`src/rtl/core/didoc_pkg.sv`:
```
`timescale 1ns / 1ps

package didoc_pkg;

  // screen power modes
  typedef enum logic [1:0] {
    MODE_ON  = 2'd0,
    MODE_DIM = 2'd1,
    MODE_OFF = 2'd2
  } mode_t;

  // item kinds
  localparam logic [1:0] KIND_TICK     = 2'd0;
  localparam logic [1:0] KIND_ACTIVITY = 2'd1;
  localparam logic [1:0] KIND_INHIBIT  = 2'd2;
  localparam logic [1:0] KIND_KEY      = 2'd3;

  // key events
  localparam logic [1:0] KEY_OTHER = 2'd3;

  // configuration register indexes
  localparam logic [1:0] REG_DIM_TIMEOUT = 2'd0;
  localparam logic [1:0] REG_OFF_TIMEOUT = 2'd1;
  localparam logic [1:0] REG_FULL_LEVEL  = 2'd2;
  localparam logic [1:0] REG_DIM_LEVEL   = 2'd3;

  // reset values of the configuration registers
  localparam logic [31:0] DIM_TIMEOUT_RST = 32'd35000;
  localparam logic [31:0] OFF_TIMEOUT_RST = 32'd45000;
  localparam logic [6:0]  FULL_LEVEL_RST  = 7'd100;
  localparam logic [6:0]  DIM_LEVEL_RST   = 7'd20;
  localparam logic [6:0]  PCT_MAX         = 7'd100;

  typedef struct packed {
    logic [1:0]  kind;
    logic [31:0] now_time_ms;
    logic        inhibit_value;
    logic [1:0]  key_event;
  } in_item_t;

  typedef struct packed {
    logic [1:0] screen_state;
    logic [6:0] backlight_pct;
    logic       backlight_write;
    logic       key_consumed;
    logic       wake_beep;
    logic       inhibited_now;
  } out_item_t;

  typedef struct packed {
    logic [31:0] dim_timeout_ms;
    logic [31:0] off_timeout_ms;
    logic [6:0]  full_level_pct;
    logic [6:0]  dim_level_pct;
  } cfg_t;

  typedef struct packed {
    mode_t       mode;
    logic [31:0] last_time;
    logic        inhibit;
  } state_t;

  // clamp a level to one hundred percent
  function automatic logic [6:0] sat_pct(input logic [6:0] v);
    sat_pct = (v > PCT_MAX) ? PCT_MAX : v;
  endfunction

endpackage

```
`src/rtl/core/didoc_cfg.sv`:
```
`timescale 1ns / 1ps

module didoc_cfg import didoc_pkg::*; (
  input  logic        clk,
  input  logic        rst_n,
  input  logic        wr_en,
  input  logic [1:0]  wr_index,
  input  logic [31:0] wr_data,
  output cfg_t        cfg
);

  cfg_t cfg_r;

  // register file, one write per cycle
  always_ff @(posedge clk) begin
    if (!rst_n) begin
      cfg_r.dim_timeout_ms <= DIM_TIMEOUT_RST;
      cfg_r.off_timeout_ms <= OFF_TIMEOUT_RST;
      cfg_r.full_level_pct <= FULL_LEVEL_RST;
      cfg_r.dim_level_pct  <= DIM_LEVEL_RST;
    end else if (wr_en) begin
      case (wr_index)
        REG_DIM_TIMEOUT: cfg_r.dim_timeout_ms <= wr_data;
        REG_OFF_TIMEOUT: cfg_r.off_timeout_ms <= wr_data;
        REG_FULL_LEVEL:  cfg_r.full_level_pct <= wr_data[6:0];
        REG_DIM_LEVEL:   cfg_r.dim_level_pct  <= wr_data[6:0];
        default: ;
      endcase
    end
  end

  // levels are clamped on the way out
  always_comb begin
    cfg = cfg_r;
    cfg.full_level_pct = sat_pct(cfg_r.full_level_pct);
    cfg.dim_level_pct  = sat_pct(cfg_r.dim_level_pct);
  end

endmodule

```
`src/rtl/core/didoc_step.sv`:
```
`timescale 1ns / 1ps

module didoc_step import didoc_pkg::*; (
  input  cfg_t      cfg,
  input  state_t    state,
  input  in_item_t  item,
  output state_t    state_nxt,
  output out_item_t result
);

  logic [31:0] elapsed;
  logic        hit_off;
  logic        hit_dim;
  logic        wake;
  logic        wr;
  logic        consumed;

  // idle time, zero when the clock appears to run backwards
  assign elapsed = (item.now_time_ms >= state.last_time) ?
                   (item.now_time_ms - state.last_time) : 32'd0;
  assign hit_off = (elapsed >= cfg.off_timeout_ms);
  assign hit_dim = (elapsed >= cfg.dim_timeout_ms);

  // next state per item kind
  always_comb begin
    state_nxt = state;
    wake      = 1'b0;
    wr        = 1'b0;
    consumed  = 1'b0;
    case (item.kind)
      KIND_TICK: begin
        if (state.inhibit) begin
          wake = 1'b1;
        end else if (state.mode == MODE_ON) begin
          if (hit_off) begin
            state_nxt.mode = MODE_OFF;
            wr = 1'b1;
          end else if (hit_dim) begin
            state_nxt.mode = MODE_DIM;
            wr = 1'b1;
          end
        end else if (state.mode == MODE_DIM) begin
          if (hit_off) begin
            state_nxt.mode = MODE_OFF;
            wr = 1'b1;
          end
        end
      end
      KIND_ACTIVITY: begin
        wake = 1'b1;
      end
      KIND_INHIBIT: begin
        state_nxt.inhibit = item.inhibit_value;
        wake = item.inhibit_value;
      end
      KIND_KEY: begin
        if (item.key_event != KEY_OTHER) begin
          wake = 1'b1;
          consumed = (state.mode == MODE_OFF);
        end
      end
      default: ;
    endcase

    // activity restarts idle time and turns the screen on
    if (wake) begin
      state_nxt.last_time = item.now_time_ms;
      if (state.mode != MODE_ON) begin
        state_nxt.mode = MODE_ON;
        wr = 1'b1;
      end
    end
  end

  // result fields
  always_comb begin
    result.screen_state = state_nxt.mode;
    case (state_nxt.mode)
      MODE_ON:  result.backlight_pct = cfg.full_level_pct;
      MODE_DIM: result.backlight_pct = cfg.dim_level_pct;
      default:  result.backlight_pct = 7'd0;
    endcase
    result.backlight_write = wr;
    result.key_consumed    = consumed;
    result.wake_beep       = consumed;
    result.inhibited_now   = state_nxt.inhibit;
  end

endmodule

```
`src/rtl/core/display_idle_dim_off_controller.sv`:
```
`timescale 1ns / 1ps

// Three-state backlight controller (on, dim, off). One item is accepted every
// cycle unless the output stalls; the item is captured in an
// input register, the idle-time subtraction and the two timeout compares run
// in one pass against the mode, last-activity and inhibit registers, and the
// result lands in an output register. A stalled output holds the input
// register, so each side keeps full rate while the other is ready. The user must
// write timeouts and levels via the cfg port only while no item is in flight;
// the block does not enforce it. Levels above one hundred read as one hundred.
module display_idle_dim_off_controller import didoc_pkg::*; (
  input  logic        clk,
  input  logic        rst_n,
  input  logic        in_valid,
  output logic        in_ready,
  input  in_item_t    in_item,
  output logic        out_valid,
  input  logic        out_ready,
  output out_item_t   out_item,
  input  logic        cfg_valid,
  output logic        cfg_ready,
  input  logic [1:0]  cfg_index,
  input  logic [31:0] cfg_data
);

  cfg_t      cfg;
  state_t    state_r;
  state_t    state_nxt;
  in_item_t  in_item_r;
  logic      in_valid_r;
  out_item_t out_r;
  out_item_t result;
  logic      out_valid_r;
  logic      adv;
  logic      fire;

  assign cfg_ready = 1'b1;

  didoc_cfg u_cfg (
    .clk      (clk),
    .rst_n    (rst_n),
    .wr_en    (cfg_valid),
    .wr_index (cfg_index),
    .wr_data  (cfg_data),
    .cfg      (cfg)
  );

  didoc_step u_step (
    .cfg       (cfg),
    .state     (state_r),
    .item      (in_item_r),
    .state_nxt (state_nxt),
    .result    (result)
  );

  // handshake: output register frees, item moves on
  assign adv      = !out_valid_r || out_ready;
  assign fire     = in_valid_r && adv;
  assign in_ready = !in_valid_r || adv;

  // control and state registers
  always_ff @(posedge clk) begin
    if (!rst_n) begin
      in_valid_r      <= 1'b0;
      out_valid_r     <= 1'b0;
      state_r.mode    <= MODE_ON;
      state_r.last_time <= 32'd0;
      state_r.inhibit <= 1'b0;
    end else begin
      if (in_ready) begin
        in_valid_r <= in_valid;
      end
      if (adv) begin
        out_valid_r <= in_valid_r;
      end
      if (fire) begin
        state_r <= state_nxt;
      end
    end
  end

  // payload registers
  always_ff @(posedge clk) begin
    if (in_ready && in_valid) begin
      in_item_r <= in_item;
    end
    if (fire) begin
      out_r <= result;
    end
  end

  assign out_valid = out_valid_r;
  assign out_item  = out_r;

  // a backlight write goes with a change of mode
  a_write_changes_mode: assert property (@(posedge clk) disable iff (!rst_n)
    (fire && result.backlight_write) |=> (state_r.mode != $past(state_r.mode)))
    else $error("backlight write without mode change");

  // no write, no change of mode
  a_mode_needs_write: assert property (@(posedge clk) disable iff (!rst_n)
    !(fire && result.backlight_write) |=> $stable(state_r.mode))
    else $error("mode changed without backlight write");

  // a consumed key always leaves the screen on
  a_consumed_on: assert property (@(posedge clk) disable iff (!rst_n)
    (out_valid_r && out_r.key_consumed) |->
      (out_r.screen_state == MODE_ON && out_r.wake_beep))
    else $error("consumed key without wake");

  // inhibit keeps the screen on
  a_inhibit_on: assert property (@(posedge clk) disable iff (!rst_n)
    (out_valid_r && out_r.inhibited_now) |-> (out_r.screen_state == MODE_ON))
    else $error("screen not on under inhibit");

endmodule

```
`config.mk`:
```
export PLATFORM = sky130hd
export DESIGN_NAME = display_idle_dim_off_controller
export DESIGN_NICKNAME = d
export VERILOG_FILES = /design/src/rtl/core/didoc_pkg.sv /design/src/rtl/core/didoc_cfg.sv /design/src/rtl/core/didoc_step.sv /design/src/rtl/core/display_idle_dim_off_controller.sv
export SDC_FILE = /design/constraint.sdc
export NUM_CORES = 1
export LEC_CHECK = 0
export BUFFER_PORTS_ARGS = -buffer_cell sky130_fd_sc_hd__buf_4
export CAP_MARGIN = 20
export CORE_MARGIN = 4
export CORE_UTILIZATION = 46
export CTS_BUF_LIST = sky130_fd_sc_hd__clkbuf_8 sky130_fd_sc_hd__clkbuf_16
export DETAILED_ROUTE_END_ITERATION = 7
export GPL_TIMING_DRIVEN = 0
export PLACE_DENSITY = 0.75
export SLEW_MARGIN = 25
export SYNTH_ARGS = -nofsm -noshare
export SYNTH_HDL_FRONTEND = slang
export SYNTH_SLANG_ARGS = --single-unit
```
`constraint.sdc`:
```
create_clock -name clk -period 11.5 [get_ports clk]
set_input_delay 2.3 -clock clk [delete_from_list [all_inputs] [get_ports clk]]
set_output_delay 2.3 -clock clk [all_outputs]
set_load 0.01 [all_outputs]
```
==> results_dict.tcl <==
set metrics [dict create \
    die_h_um 151 \
    grt_pass1_vias 7953 \
    min_path_cells 2 \
    cap_viol_max_count 0 \
    setup_viol 0 \
    ir_drop_uv 105 \
    grt-ovfl-total 0 \
    routed_wl_um 23100 \
    p_comb_share_pct 23.8 \
    ys_seq_area_share_pct 39.9 \
    pwr-share-seq_pct 39.6 \
    cp-end-kind "flop" \
    fmax_mhz 179 \
    hold_buffers 0 \
    p_int_mw 1.14 \
    cts_tree "built" \
    antenna_found_initial 0 \
    layout.nets 1397 \
    wl_per_cell_um 15.3 \
    grt_pass1_wl_um 38100 \
    ys_types 65 \
    post_cts.repair.setup_buffers 0 \
    hold_viol 0 \
    cts_sinks 164 \
    cts_resized 0 \
    rsz0062_at_grt "no" \
    synthesis.nets 1288 \
    whs_endpoint "state_r[15]" \
    die_x_um 151 \
    seq_area_mm2 0.00377 \
    r2r-start "in_item_r[3]" \
    reg2reg_to "out_item[5]" \
    fillers 1846 \
    cts_buffer_depth 2 \
    crit_fanout 5 \
    r2r_cells 23 \
    drc 0 \
    timing.reg2reg.setup_slack_ps 5900 \
    switching_power_mw 0.480 \
    tns_ps 0 \
    core_mm2 0.0202 \
    ios 92 \
    clkPwrFrac_pct 36.6 \
    place_hpwl_um 18000 \
    ys_ff_latch 164 \
    hold_path_class "flop to flop" \
    die_area_mm2 0.0229 \
    synth_area_mm2 0.00945 \
    cp.required_ps 11790 \
    viasPerCell 5.34 \
    power.leakage_nw 4.41 \
    numPortBuffers 89 \
    postRouteAntennaNets 0 \
    slew_headroom_pct 55.2 \
    synth-main-ff-cell "dfxtp_1" \
    start_util_pct 46.7 \
    crit_path_start_kind "flop" \
    drv_slew 0 \
    clock_skew_ps 9.30 \
    syn_avg_cell_area_um2 8.46 \
    power_density_mw_per_mm2 146 \
    place_congestion 0.916 \
    status "finished, final reports clean" \
    drtIter0Drc 470 \
    yosys_warnings 0 \
    vias 8055 \
    fp-row-count 52 \
    finalCritPeriodShare_pct 48.7 \
    swShare_pct 29.7 \
    final.min_clock_period_ps 5600 \
    gr-usage-all-layers_pct 20.9 \
    htree_levels 4 \
    finalPower_mw 1.62 \
    critical_path_arrival_ps 5890 \
    critPathKind "flop to flop" \
    numCtsBuffers 17 \
    clk_pin_slew_ps 70 \
    multiInputGateArea_mm2 0.00511 \
    firstDrtPassIters 5 \
    areaGrowthSynthToFinish_pct 17.3 \
    worst_pin_slew_ps 664 \
    drive_gt1_share_pct 11.8 \
    min_from "state_r[15]" \
    antenna_cells 0 \
    clock_latency_ps 430 \
    grt_max_degree 32 \
    async_flop_share_pct 0 \
    synth_edf_count 49 \
    cts_root_buffer "clkbuf_16" \
    syn_inst 1117 \
]
-- layout by cell type, fill, tap and decap left out, types with 6 or more instances in the layout --
master | synthesis | layout
o21ai_0 | 30 | 30
clkbuf_1 | 36 | 36
a21oi_1 | 54 | 54
o21bai_1 | 6 | 6
xnor2_1 | 19 | 19
xor2_1 | 6 | 6
a211oi_1 | 7 | 7
buf_4 | 2 | 91
dfxtp_1 | 115 | 115
a21boi_0 | 96 | 96
o21a_1 | 6 | 6
ha_1 | 94 | 94
o211ai_1 | 21 | 21
nor2b_1 | 6 | 6
nor2_1 | 54 | 54
a21o_1 | 20 | 20
nand2b_1 | 8 | 8
nor3_1 | 15 | 15
nand2_1 | 253 | 253
nand3_1 | 17 | 17
clkbuf_16 | 0 | 17
inv_1 | 108 | 110
nand4_1 | 17 | 17
edfxtp_1 | 49 | 49
-- through the flow --
step / cells / hold slack, ps / util [%] / setup WS (ps) / instance area [um2]
2_1_floorplan: 1117 / 443 / - / 6600 / 9450
3_3_place_gp: 1476 / 450 / 51.7 / 6090 / 10500
3_5_place_dp: 1477 / 456 / 51.8 / 6010 / 10500
4_1_cts: 1509 / 466 / 54.8 / 5920 / 11100
5_1_grt: 1509 / 487 / 54.8 / 5550 / 11100
6_report: 1509 / 462 / 54.8 / 5900 / 11100
-- routing by layer --
layer / global-route usage (%) / share of wire [%] / up-vias
li1: - / - / 4055
met4: 8.79 / 3.8 / 0
met3: 3.71 / 5.6 / 68
met1: 27.3 / 45 / 3687
met5: 0 / 0 / -
met2: 34.0 / 46 / 245
-- power groups by stage --
stage	sequential (mW)	combinational (mW)	clock, mW
after floorplan	0.650	0.260	0
after global placement	0.652	0.362	0
after detailed placement	0.653	0.376	0
after CTS	0.640	0.381	0.601
after global routing	0.643	0.432	0.624
final	0.640	0.384	0.592
-- synthesized netlist by cell type (19+ instances only) --
library cell | number | share of area, %
inv_1 | 108 | 4.3
xnor2_1 | 19 | 1.8
nand2_1 | 253 | 10
a21o_1 | 20 | 1.6
ha_1 | 94 | 12
a21boi_0 | 96 | 7.6
a21oi_1 | 54 | 2.9
o21ai_0 | 30 | 1.6
edfxtp_1 | 49 | 16
o211ai_1 | 21 | 1.7
clkbuf_1 | 36 | 1.4
dfxtp_1 | 115 | 24
nor2_1 | 54 | 2.1
-- how the worst max path moves through the flow --
stage | from | end | cells past startpoint
2_1_floorplan | out_ready | in_ready | 2
4_1_cts | in_item_r[3] | out_item[5] | 23
3_3_place_gp | in_item_r[3] | out_item[8] | 23
3_5_place_dp | in_item_r[3] | out_item[7] | 23
6_report | in_item_r[3] | out_item[5] | 23
5_1_grt | in_item_r[3] | out_item[5] | 21
-- worst max-delay path, cell delays in order, from the launching register on --
cell	delay [ps]
edfxtp_1	420
inv_1	80
ha_1	160
inv_1	60
fa_1	390
nand3_1	150
a21boi_0	130
o21bai_1	180
a21oi_1	110
o21a_1	220
o21ai_1	300
o21bai_1	140
a21boi_1	170
mux2_2	410
ha_1	290
nand2_1	90
o21ai_0	110
a2111oi_0	470
o21ai_0	280
o32ai_1	400
a21oi_1	150
a21o_1	260
a211oi_1	310
a31o_2	180
-- cell families after synthesis --
| kind of cell | count (synthesis) | synth area share [%] |
|---|---|---|
| buffers and inverters | 150 | 6.06 |
| xor gates and xnor gates | 25 | 2.32 |
| muxes | 2 | 0.238 |
| AOI/OAI and AO/OA | 279 | 20.5 |
| other | 1 | 0.0397 |
| adders and majority gates | 95 | 12.7 |
| and+or+nand+nor | 401 | 18.3 |
| DFF | 164 | 39.9 |
-- final cells by class --
| type | count | area share, % |
|---|---|---|
| Sequential cell | 164 | 34.0 |
| Buffer | 42 | 1.51 |
| Clock buffer | 19 | 4.08 |
| Clock inverter | 13 | 1.39 |
| Tap cell | 270 | 3.05 |
| Timing Repair Buffer | 90 | 6.21 |
| Inverter | 108 | 3.66 |
| Multi-Input combinational cell | 803 | 46.1 |
-- flip-flops by register name, summed over array words and instances (netlist names) --
| name | flops |
|---|---|
| u_cfg.cfg | 64 |
| in_valid_r | 1 |
| state_r | 35 |
| out_item | 12 |
| out_valid | 1 |
| u_cfg.cfg_r | 14 |
| in_item_r | 37 |
Power figures use the tool's default switching activity.
